===== config.mk =====
export PLATFORM = sky130hd
export DESIGN_NAME = shuffled_lehmer_random_generator
export DESIGN_NICKNAME = d
export VERILOG_FILES = /design/src/hdl/slrg_pkg.sv /design/src/hdl/slrg_ram.sv /design/src/hdl/slrg_front.sv /design/src/hdl/slrg_back.sv /design/src/hdl/shuffled_lehmer_random_generator.sv
export SDC_FILE = /design/constraint.sdc
export NUM_CORES = 2
export LEC_CHECK = 0
export BUFFER_PORTS_ARGS = -buffer_cell sky130_fd_sc_hd__buf_4
export CORE_MARGIN = 10
export CORE_UTILIZATION = 49
export CTS_BUF_LIST = sky130_fd_sc_hd__clkbuf_4 sky130_fd_sc_hd__clkbuf_8
export DETAILED_ROUTE_END_ITERATION = 7
export HOLD_SLACK_MARGIN = 0.05
export PLACE_DENSITY = 0.76
export SKIP_LAST_GASP = 1
export SLEW_MARGIN = 15
export SYNTH_ARGS = -nofsm -noshare
export SYNTH_HDL_FRONTEND = slang
export SYNTH_SLANG_ARGS = --single-unit

===== constraint.sdc =====
create_clock -name clk -period 10.7 [get_ports clk]
set_input_delay 0.535 -clock clk [delete_from_list [all_inputs] [get_ports clk]]
set_output_delay 0.535 -clock clk [all_outputs]
set_load 0.01 [all_outputs]

===== src/hdl/slrg_pkg.sv =====
// Shared types, constants and arithmetic helpers for the shuffled Lehmer generator.
// No dependencies; the front end, back end and top refer to it by scoped names.
package slrg_pkg;

    localparam logic [30:0] LEHMER_MOD   = 31'h7FFF_FFFF;
    localparam logic [14:0] LEHMER_MUL   = 15'd16807;
    localparam logic [23:0] FRACTION_MAX = 24'd16777213;

    typedef enum logic
    {
        CMD_DRAW,
        CMD_RESTART
    } slrg_kind_t;

    typedef struct packed
    {
        logic       valid;
        slrg_kind_t kind;
    } slrg_cmd_t;

    typedef enum logic [1:0]
    {
        ST_IDLE,
        ST_WARM,
        ST_INDEX,
        ST_FINISH
    } slrg_state_t;

    // One generator step: x * 16807 mod (2^31 - 1), folded as a Mersenne residue.
    function automatic logic [30:0] lehmer_next(input logic [30:0] x);
        logic [45:0] prod;
        logic [31:0] fold;
        prod = {15'd0, x} * {31'd0, LEHMER_MUL};
        fold = {1'b0, prod[30:0]} + {17'd0, prod[45:31]};
        if (fold >= {1'b0, LEHMER_MOD})
        begin
            fold = fold - {1'b0, LEHMER_MOD};
        end
        return fold[30:0];
    endfunction

    // floor(v * 2^24 / (2^31 - 1)), clamped; the quotient is v >> 7 or one more.
    function automatic logic [23:0] fraction_of(input logic [30:0] v);
        logic [24:0] q_lo;
        logic [24:0] q_hi;
        logic [55:0] prod_hi;
        logic [55:0] scaled;
        logic [24:0] q;
        q_lo    = {1'b0, v[30:7]};
        q_hi    = q_lo + 25'd1;
        prod_hi = {q_hi, 31'd0} - {31'd0, q_hi};
        scaled  = {1'b0, v, 24'd0};
        q       = (prod_hi <= scaled) ? q_hi : q_lo;
        return (q > {1'b0, FRACTION_MAX}) ? FRACTION_MAX : q[23:0];
    endfunction

endpackage


===== src/hdl/slrg_ram.sv =====
// Generic single-write, single-read RAM with registered read data.
// No dependencies.
module slrg_ram #(
    parameter int WIDTH = 31,
    parameter int DEPTH = 32
) (
    input  logic                     clk,
    input  logic                     wr_en,
    input  logic [$clog2(DEPTH)-1:0] wr_addr,
    input  logic [WIDTH-1:0]         wr_data,
    input  logic                     rd_en,
    input  logic [$clog2(DEPTH)-1:0] rd_addr,
    output logic [WIDTH-1:0]         rd_data
);

    logic [WIDTH-1:0] mem_reg [DEPTH];

    always_ff @(posedge clk)
    begin
        if (wr_en)
        begin
            mem_reg[wr_addr] <= wr_data;
        end
        if (rd_en)
        begin
            rd_data <= mem_reg[rd_addr];
        end
    end

endmodule


===== src/hdl/slrg_front.sv =====
// Request front end: accept request beats, classify them, queue them for the back end.
// Depends on slrg_pkg.
module slrg_front (
    input  logic               clk,
    input  logic               rst_n,
    input  logic               req_valid,
    output logic               req_ready,
    input  logic               req_restart,
    output slrg_pkg::slrg_cmd_t cmd,
    input  logic               cmd_pop
);

    logic                 wr_ptr_reg;
    logic                 rd_ptr_reg;
    logic [1:0]           count_reg;
    slrg_pkg::slrg_kind_t kind_reg [2];
    slrg_pkg::slrg_kind_t kind_in;
    logic                 push;
    logic                 pop;

    assign kind_in   = req_restart ? slrg_pkg::CMD_RESTART : slrg_pkg::CMD_DRAW;
    assign req_ready = (count_reg != 2'd2);
    assign push      = req_valid && req_ready;
    assign pop       = cmd_pop && (count_reg != 2'd0);

    assign cmd.valid = (count_reg != 2'd0);
    assign cmd.kind  = kind_reg[rd_ptr_reg];

    always_ff @(posedge clk)
    begin
        if (push)
        begin
            kind_reg[wr_ptr_reg] <= kind_in;
        end
    end

    always_ff @(posedge clk or negedge rst_n)
    begin
        if (!rst_n)
        begin
            wr_ptr_reg <= 1'b0;
            rd_ptr_reg <= 1'b0;
            count_reg  <= 2'd0;
        end
        else
        begin
            if (push)
            begin
                wr_ptr_reg <= ~wr_ptr_reg;
            end
            if (pop)
            begin
                rd_ptr_reg <= ~rd_ptr_reg;
            end
            case ({push, pop})
                2'b10:   count_reg <= count_reg + 2'd1;
                2'b01:   count_reg <= count_reg - 2'd1;
                default: count_reg <= count_reg;
            endcase
        end
    end

endmodule


===== src/hdl/slrg_back.sv =====
// Draw engine: warm-up sequencer, Lehmer step, shuffle index, table access, result register.
// Depends on slrg_pkg and slrg_ram.
module slrg_back #(
    parameter int TABLE_SIZE     = 32,
    parameter int WARMUP_DISCARD = 8
) (
    input  logic                clk,
    input  logic                rst_n,
    input  logic [30:0]         seed,
    input  slrg_pkg::slrg_cmd_t cmd,
    output logic                cmd_pop,
    output logic                out_valid,
    input  logic                out_ready,
    output logic [30:0]         out_sample,
    output logic [23:0]         out_fraction
);

    localparam int IDX_W = $clog2(TABLE_SIZE);
    localparam int STEPS = WARMUP_DISCARD + TABLE_SIZE;
    localparam int CNT_W = $clog2(STEPS);
    localparam logic [CNT_W-1:0] CNT_LAST    = CNT_W'(STEPS - 1);
    localparam logic [CNT_W-1:0] CNT_DISCARD = CNT_W'(WARMUP_DISCARD);
    localparam logic [37:0] TSZ = 38'(TABLE_SIZE);
    localparam logic [37:0] DIV = 38'(64'd2147483646 + 64'(TABLE_SIZE));

    slrg_pkg::slrg_state_t state_reg;
    slrg_pkg::slrg_state_t state_next;

    logic [30:0]      gen_reg;
    logic [30:0]      last_reg;
    logic [CNT_W-1:0] cnt_reg;
    logic [IDX_W-1:0] j_reg;
    logic             out_valid_reg;
    logic [30:0]      out_sample_reg;
    logic [23:0]      out_frac_reg;

    logic [30:0]      gen_step;
    logic             warm_needed;
    logic             out_free;
    logic [IDX_W-1:0] j_comb;
    logic [37:0]      scaled_last;
    logic [IDX_W-1:0] q_est;
    logic [37:0]      q_bound;

    logic             do_load;
    logic             do_warm;
    logic             do_index;
    logic             do_finish;
    logic             ram_we;
    logic [IDX_W-1:0] ram_waddr;
    logic [30:0]      ram_wdata;
    logic [30:0]      ram_rdata;
    logic [CNT_W-1:0] fill_pos;

    assign gen_step    = slrg_pkg::lehmer_next(gen_reg);
    assign warm_needed = (cmd.kind == slrg_pkg::CMD_RESTART) || (last_reg == 31'd0);
    assign out_free    = !out_valid_reg || out_ready;

    // Index estimate from the power-of-two divisor, then correct down by one.
    assign scaled_last = {7'd0, last_reg} * TSZ;
    assign q_est       = scaled_last[31 +: IDX_W];
    assign q_bound     = {{(38 - IDX_W){1'b0}}, q_est} * DIV;
    assign j_comb      = (scaled_last >= q_bound) ? q_est : (q_est - IDX_W'(1));

    assign fill_pos = CNT_LAST - cnt_reg;

    always_comb
    begin
        state_next = state_reg;
        case (state_reg)
            slrg_pkg::ST_IDLE:
            begin
                if (cmd.valid)
                begin
                    state_next = warm_needed ? slrg_pkg::ST_WARM : slrg_pkg::ST_FINISH;
                end
            end
            slrg_pkg::ST_WARM:
            begin
                if (cnt_reg == CNT_LAST)
                begin
                    state_next = slrg_pkg::ST_INDEX;
                end
            end
            slrg_pkg::ST_INDEX:
            begin
                state_next = slrg_pkg::ST_FINISH;
            end
            slrg_pkg::ST_FINISH:
            begin
                if (out_free)
                begin
                    state_next = slrg_pkg::ST_IDLE;
                end
            end
            default:
            begin
                state_next = slrg_pkg::ST_IDLE;
            end
        endcase
    end

    always_comb
    begin
        cmd_pop   = 1'b0;
        do_load   = 1'b0;
        do_warm   = 1'b0;
        do_index  = 1'b0;
        do_finish = 1'b0;
        case (state_reg)
            slrg_pkg::ST_IDLE:
            begin
                cmd_pop  = cmd.valid;
                do_load  = cmd.valid && warm_needed;
                do_index = cmd.valid && !warm_needed;
            end
            slrg_pkg::ST_WARM:
            begin
                do_warm = 1'b1;
            end
            slrg_pkg::ST_INDEX:
            begin
                do_index = 1'b1;
            end
            slrg_pkg::ST_FINISH:
            begin
                do_finish = out_free;
            end
            default:
            begin
                cmd_pop = 1'b0;
            end
        endcase
    end

    // Fill the table top down during warm-up; write the fresh value back on a draw.
    assign ram_we    = (do_warm && (cnt_reg >= CNT_DISCARD)) || do_finish;
    assign ram_waddr = do_warm ? fill_pos[IDX_W-1:0] : j_reg;
    assign ram_wdata = do_warm ? gen_step : gen_reg;

    slrg_ram #(
        .WIDTH (31),
        .DEPTH (TABLE_SIZE)
    ) u_table (
        .clk     (clk),
        .wr_en   (ram_we),
        .wr_addr (ram_waddr),
        .wr_data (ram_wdata),
        .rd_en   (do_index),
        .rd_addr (j_comb),
        .rd_data (ram_rdata)
    );

    always_ff @(posedge clk)
    begin
        if (do_index)
        begin
            j_reg <= j_comb;
        end
        if (do_finish)
        begin
            out_sample_reg <= ram_rdata;
            out_frac_reg   <= slrg_pkg::fraction_of(ram_rdata);
        end
    end

    always_ff @(posedge clk or negedge rst_n)
    begin
        if (!rst_n)
        begin
            state_reg     <= slrg_pkg::ST_IDLE;
            gen_reg       <= 31'd0;
            last_reg      <= 31'd0;
            cnt_reg       <= '0;
            out_valid_reg <= 1'b0;
        end
        else
        begin
            state_reg <= state_next;
            if (do_load)
            begin
                gen_reg <= seed;
                cnt_reg <= '0;
            end
            if (do_warm)
            begin
                gen_reg <= gen_step;
                cnt_reg <= cnt_reg + CNT_W'(1);
                if (cnt_reg == CNT_LAST)
                begin
                    last_reg <= gen_step;
                end
            end
            if (do_index)
            begin
                gen_reg <= gen_step;
            end
            if (do_finish)
            begin
                last_reg      <= ram_rdata;
                out_valid_reg <= 1'b1;
            end
            else if (out_ready)
            begin
                out_valid_reg <= 1'b0;
            end
        end
    end

    assign out_valid    = out_valid_reg;
    assign out_sample   = out_sample_reg;
    assign out_fraction = out_frac_reg;

endmodule


===== src/hdl/shuffled_lehmer_random_generator.sv =====
// Shuffled Lehmer generator: Park-Miller step behind a shuffle table in RAM.
// A normal draw's request beat is queued; the engine then reads its table entry in the
// index step and registers the result beat in the finish step, which also writes the
// fresh value back to the table; the next request starts only after that write-back.
// A warm-up (first request, restart, or zero output) reloads the seed, then runs one
// Lehmer step per cycle through the single modular multiply unit to refill the table.
// Reset: seed returns to 1, generator and last output clear, the queue empties.
// Depends on slrg_pkg, slrg_front, slrg_back and slrg_ram.
module shuffled_lehmer_random_generator #(
    parameter int TABLE_SIZE     = 32,
    parameter int WARMUP_DISCARD = 8
) (
    input  logic        clk,
    input  logic        rst_n,
    // seed register write channel
    input  logic        cfg_valid,
    output logic        cfg_ready,
    input  logic [30:0] cfg_data,     // [30:0] seed_value
    // request beats
    input  logic        s_tvalid,
    output logic        s_tready,
    input  logic [7:0]  s_tdata,      // [0] restart, [7:1] zero fill
    // result beats
    output logic        m_tvalid,
    input  logic        m_tready,
    output logic [55:0] m_tdata       // [30:0] sample, [54:31] fraction, [55] zero fill
);

    logic [30:0]         seed_reg;
    slrg_pkg::slrg_cmd_t cmd;
    logic                cmd_pop;
    logic [30:0]         sample;
    logic [23:0]         fraction;

    // The seed register always takes a write; it only matters at the next warm-up.
    assign cfg_ready = 1'b1;

    always_ff @(posedge clk or negedge rst_n)
    begin
        if (!rst_n)
        begin
            seed_reg <= 31'd1;
        end
        else if (cfg_valid)
        begin
            seed_reg <= cfg_data;
        end
    end

    // Front end: take request beats into a two-deep command queue.
    slrg_front u_front (
        .clk         (clk),
        .rst_n       (rst_n),
        .req_valid   (s_tvalid),
        .req_ready   (s_tready),
        .req_restart (s_tdata[0]),
        .cmd         (cmd),
        .cmd_pop     (cmd_pop)
    );

    // Back end: warm up when needed, advance, shuffle, and hold the result beat.
    slrg_back #(
        .TABLE_SIZE     (TABLE_SIZE),
        .WARMUP_DISCARD (WARMUP_DISCARD)
    ) u_back (
        .clk          (clk),
        .rst_n        (rst_n),
        .seed         (seed_reg),
        .cmd          (cmd),
        .cmd_pop      (cmd_pop),
        .out_valid    (m_tvalid),
        .out_ready    (m_tready),
        .out_sample   (sample),
        .out_fraction (fraction)
    );

    assign m_tdata = {1'b0, fraction, sample};

endmodule

---- Word level (Yosys, flattened, before mapping) ----
Memories as Yosys holds them, arrays and structs flattened. A register that Yosys moved wholly into a read port is not among the register bits.
Index checks and enable logic that the tools add are counted.
operators by class
  mux-type cells .......................... 31
  equal/unequal tests ..................... 10
  $mul .................................... 2
  order comparisons ....................... 5
  $add $sub $neg .......................... 9
  bitwise operators ....................... 2
  reductions and logical operators ........ 21
operators with widths
  kind                                                                                    count
  31-bit two-way mux                                                                      8
  56-bit by 55-bit less-or-equal comparator with 1-bit output                             1
  56-bit by 25-bit subtractor with 56-bit output                                          1
  31-bit by 15-bit multiplier with 46-bit output (second input constant)                  1
  36-bit by 37-bit greater-or-equal comparator with 1-bit output                          1
  5-bit by 31-bit multiplier with 36-bit output (second input constant)                   1
  31-bit by 15-bit adder with 32-bit output                                               1
  32-bit by 31-bit greater-or-equal comparator with 1-bit output (second input constant)  1
  31-bit zero test                                                                        1
  31-bit subtractor (second input constant)                                               1
  24-bit by 1-bit adder with 25-bit output (second input constant)                        1
  25-bit by 24-bit > comparator with 1-bit output (second input constant)                 1
  25-bit two-way mux                                                                      1
  6-bit two-way mux                                                                       2
  2-bit nonzero test                                                                      6
  1-bit two-way mux                                                                       11
  5-bit two-way mux                                                                       2
  2-bit two-way mux                                                                       4
  2-bit one-hot mux with 4 select lines                                                   1
  6-bit by 1-bit adder with 6-bit output (second input constant)                          1
  2-bit equality test (second input constant)                                             3
  6-bit equality test (second input constant)                                             1
  6-bit by 4-bit greater-or-equal comparator with 1-bit output (second input constant)    1
  2-bit by 1-bit inequality test with 1-bit output (second input constant)                3
  other kinds (16)                                                                        25
storage, ports and cells
  bits of input ports ..................... 44
  memories kept ........................... 2
  output and inout port bits .............. 59
  RAM bits ................................ 994
  register bits after elaboration ......... 166
memories
  memory                  words  bits a word  read ports  clocked after memory_dff  write ports  line              text
  u_back.u_table.mem_reg  32     31           1           1                         1            slrg_ram.sv:16    logic [WIDTH-1:0] mem_reg [DEPTH];
  u_front.kind_reg        2      1            1           0                         1            slrg_front.sv:16  slrg_pkg::slrg_kind_t kind_reg [2];

---- Depth between registers and ports, before layout ----
  depth in word-level cells ............... 7
  mapped depth ............................ 44
  mapped depth without buffers ............ 40

---- Cells and area by module ----
Synthesis repeated with hierarchy kept, for this count alone.
second synthesis, totals
  cells, all modules ...................... 4581
  area, all modules ....................... 60695.7 um2
modules (own cells, without submodules)
  module                            area an instance (um2)  cells an instance  sequential area each (um2)  instances
  slrg_ram                          39474.1                 2192               30719.5                     1
  slrg_back                         19772.7                 2300               3578.4                      1
  shuffled_lehmer_random_generator  1182.4                  69                 777.0                       1
  slrg_front                        266.5                   20                 160.2                       1

---- Worst setup path before layout ----
Ideal clock, no wire load.
  path type ............................... register -> register
  start ................................... register u_back.gen_reg[17]
  end ..................................... memory u_back.u_table.mem_reg[0][5], data pin
  path slack .............................. -0.901 ns
  required time ........................... 10.233 ns
  library setup time ...................... 0.467 ns
  arrival ................................. 11.134 ns
  stages on the path, launching flop included .. 40
  cell sequence ........................... dfrtp_1 -> inv_1 -> fa_1 -> inv_1 -> ha_1 -> inv_1 -> fa_1 -> inv_1 -> fa_1 -> fa_1 -> fa_1 -> ha_1 -> and3_1 -> clkbuf_1 -> a221o_1 -> a31oi_1 -> a311oi_1 -> o311a_1 -> (+4 left out) -> o41ai_1 -> o21bai_1 -> xor2_1 -> ha_1 -> nand2_1 -> o21ai_0 -> o21ai_0 -> a21oi_1 -> o21ai_0 -> nor3_1 -> and4_1 -> o211ai_1 -> a211o_1 -> a211oi_1 -> a21oi_1 -> clkbuf_1 -> o21a_1 -> o31ai_1
between the ends
  cells in the longest elaborated chain, start to end .. 5
  elaborated cells on any way between the ends .. 6
  those cells by class .................... add/sub (2); mul (1); order compare (1); mux (2)
ends and longest elaborated chain
  item                                                                                                        line                            text
  from (decl)                                                                                                 slrg_back.sv:29                 logic [30:0] gen_reg;
  from (signal assigned)                                                                                      slrg_back.sv:187                gen_reg <= gen_step;
  from (signal assigned)                                                                                      slrg_back.sv:196                gen_reg <= gen_step;
  31-bit by 15-bit multiplier with 46-bit output (*)                                                          slrg_pkg.sv:33                  prod = {15'd0, x} * {31'd0, LEHMER_MUL};
  31-bit by 15-bit adder with 32-bit output (*)                                                               slrg_pkg.sv:34                  fold = {1'b0, prod[30:0]} + {17'd0, prod[45:31]};
  31-bit subtractor / 32-bit by 31-bit greater-or-equal comparator with 1-bit output (equally long branches)  slrg_pkg.sv:37, slrg_pkg.sv:35
  31-bit two-way mux (*)                                                                                      slrg_pkg.sv:35                  if (fold >= {1'b0, LEHMER_MOD})
  31-bit two-way mux (*)                                                                                      slrg_back.sv:139                assign ram_wdata = do_warm ? gen_step : gen_reg;
  named net u_back.ram_wdata[5]                                                                               slrg_back.sv:51                 logic [30:0] ram_wdata;
  to (decl)                                                                                                   slrg_ram.sv:16
Mark *: on every way through the listed nets, which the timed path passes. The rest lies on a longest branch.

---- Worst setup path after layout ----
  start ................................... register u_back.gen_reg[17]
  end ..................................... memory u_back.u_table.mem_reg[8][10], data pin
The elaborated chain is that of the path after synthesis.

==> summary.txt <==
CORE AREA - 122,000 sq um
GPL Wtd Cong - 0.954
Hold Vio Cnt, Final - 0
Post-synth EDFFs - 1,085
I/O pins - 103
Area of the multi-input gates - 23,100 sq um
Total CTS buffers - 181
Mapped Nets - 5,653
Crit-path max FO - 16
Post-synth top cells - 1,085 x edfxtp_1, 1,069 x nand2_1, 398 x nand3_1, 345 x inv_1, 275 x ha_1
Global-route wire length before repair - 263,000 microns
CP peak stage delay - 0.54 ns
Setup Slack @ Placement - -0.0784 ns
Post-layout minimum cycle time - 10.34 ns
Worst Path Required - 11.39 ns
Async set-reset flop share out of synthesis - 8.90%
Longest Clk Path Bufs - 3
Critical path class - reg2reg
Synth Register Bits - 1,191
Vias in the first global route - 42,092
Placed standard-cell area - 64,400 sq um
Fin nets - 5,942
Setup TNS - 0 ns
Detail Placement HPWL - 111,000 microns
Number of max-cap violations - 0
Worst reg2reg path depth - 43
CTS Root Cell - clkbuf_8
Routed wire length - 179,000 microns
Yosys warns - 0
GRT overflow - 0
Worst-path clk slew - 0.06 ns
Max-slew headroom - 28.0%
DR WL/cell - 24.6 microns
Period utilization - 96.6%
Synth-to-layout area growth - 14.4%
CP Launch Type - flop
Drc violations - 0
Synth Cell Area - 60,000 sq um
Layout cell share with drive strength beyond 1 - 14.6%
Final setup fails - 0
Status - completed
Initial Utilization - 49.3%
FF/Latch Area - 35,200 sq um
CTS tree - yes
Clock tree sinks - 1,191
Sequential fraction of the synthesis area - 58.7%
Crit-path slowest cell - fa_1
Layout Skew - 0.0560 ns
CP Capture Type - flop
Largest net degree at the start of global routing - 174
Fmax - 96.8 MHz
Largest cells by area after synthesis - edfxtp_1 54%, nand2_1 6.7%, ha_1 5.7%
Die height - 370 microns
Yosys top cell by area - edfxtp_1
Count of different cell masters after synthesis - 88
Number of flip-flops under the largest register name - 992
CP dominant cell by count - buf_4
Die Area - 137,000 sq um
Row cnt - 128
Vias post-DR - 43,985
Drt via density - 6.06
Final Instance Area - 68,700 sq um
IO buf count - 93
Hold Path Class - in2async
H-tree Lvls - 4
Tot GR Track Use - 25.3%
Clk Latency, worst-skew pair - 0.88 ns
Worst path arrival time - 11.02 ns
Final Max Slew Viols - 0
Syn Inst Count - 5,195
Slew @ Worst Pin - 1.08 ns
Top-count cell post-synth - edfxtp_1
Die width - 370 microns
Worst setup margin - 0.364 ns
ANT nets after route - 0
DR iter-0 viols - 6,034
Fill cells - 9,654
Initial antenna violation count - 6
Syn_area_per_cell - 11.5 sq um
Most used DFF post-synth - edfxtp_1
Initial DRT Pass Iterations - 6
Synth top area share - 54.3%
==> final cells by class <==
class	instances	area share, %
clock inverter	77	0.712
multi-input combinational	3383	33.7
clock buffer	250	4.46
tap	1625	2.96
timing repair buffer	377	4.92
inverter	350	1.93
antenna	2	0.00729
sequential	1191	51.3
==> critical path: cells and delay by family (launching register included) <==
kind / cells / cell delay, ns
DFF: 1 / 0.37
AOI/OAI and AO/OA: 17 / 3.69
and+or+nand+nor: 5 / 1.04
xor gates and xnor gates: 2 / 0.24
adders and majority gates: 8 / 3.43
buffers and inverters: 11 / 1.40
==> placed cells by master, fill, tap and decap left out, drive strengths merged, types with 9 or more instances in the layout <==
master	synthesis	final
edfxtp	1085	1085
nand2	1070	1070
nand3	398	398
inv	347	355
buf	44	341
ha	275	275
clkbuf	228	251
a31oi	188	188
nor2	171	171
fa	139	139
nand4	127	127
o21ai	112	112
dfrtp	105	105
a21oi	100	100
xnor2	89	89
clkinv	3	66
a32oi	62	62
mux2i	56	56
mux2	52	52
a21o	47	47
nor3	47	47
and3	36	36
dlygate4sd3	0	35
o211ai	31	31
or3	27	27
and2	27	27
xor2	26	26
or4	23	23
nand2b	22	22
a211oi	21	21
o21a	20	20
nor4	20	20
o31ai	19	20
nor2b	18	18
or2	11	11
a221o	10	10
o21bai	9	9
==> timing repair <==
| action | CTS | global route |
|---|---|---|
| resized for setup | 1 | 59 |
| pin swaps | 1 | 17 |
| cloned | 1 | 1 |
| hold buffers | 35 | 0 |
| setup buffers | 0 | 6 |
| setup endpoints to repair | 128 | 1051 |
| endpoints found under the hold margin | 78 | 0 |
==> routing by layer <==
layer  part of all wire, %  GRT usage (%)
met5                 0.018              0
met4                   4.8           11.6
met3                    11           5.01
met2                    46           39.9
met1                    38           33.8
==> kinds of logic (layout without fill, tap and decap cells) <==
group,after synthesis,count (layout),synth area share (%)
flops,1191,1191,58.7
compound gates,717,718,8.09
mux,108,108,1.91
simple gates,2026,2026,15.2
buf+inv,622,1054,3.98
xor+xnor,115,115,1.68
fa+ha+maj,414,414,10.4
other cells,2,4,0.0125
==> path summary, 6_finish.rpt <==
path	startpoint	endpoint	slack (ns)
max	u_back.gen_reg[17]	u_back.u_table.mem_reg[8][10]	0.36
min	rst_n	seed_reg[20]	0.25
max reg2reg	u_back.gen_reg[17]	u_back.u_table.mem_reg[8][10]	0.36
min reg2reg	seed_reg[17]	seed_reg[17]	0.50
max in group asynchronous	rst_n	u_back.last_reg[5]	9.13
min in group clk	cfg_valid	seed_reg[0]	0.26
==> stage by stage <==
step / util [%] / cells / hold WS (ns)
after floorplan: - / 5195 / 0.239
after global placement: 52.9 / 6883 / 0.476
after detailed placement: 52.9 / 6883 / 0.485
after CTS: 56.1 / 7246 / 0.199
after global routing: 56.4 / 7254 / 0.237
final: 56.4 / 7255 / 0.249
Power is not shown: default switching activity piles up to over one toggle a cycle in this logic, so the estimate is an artifact.
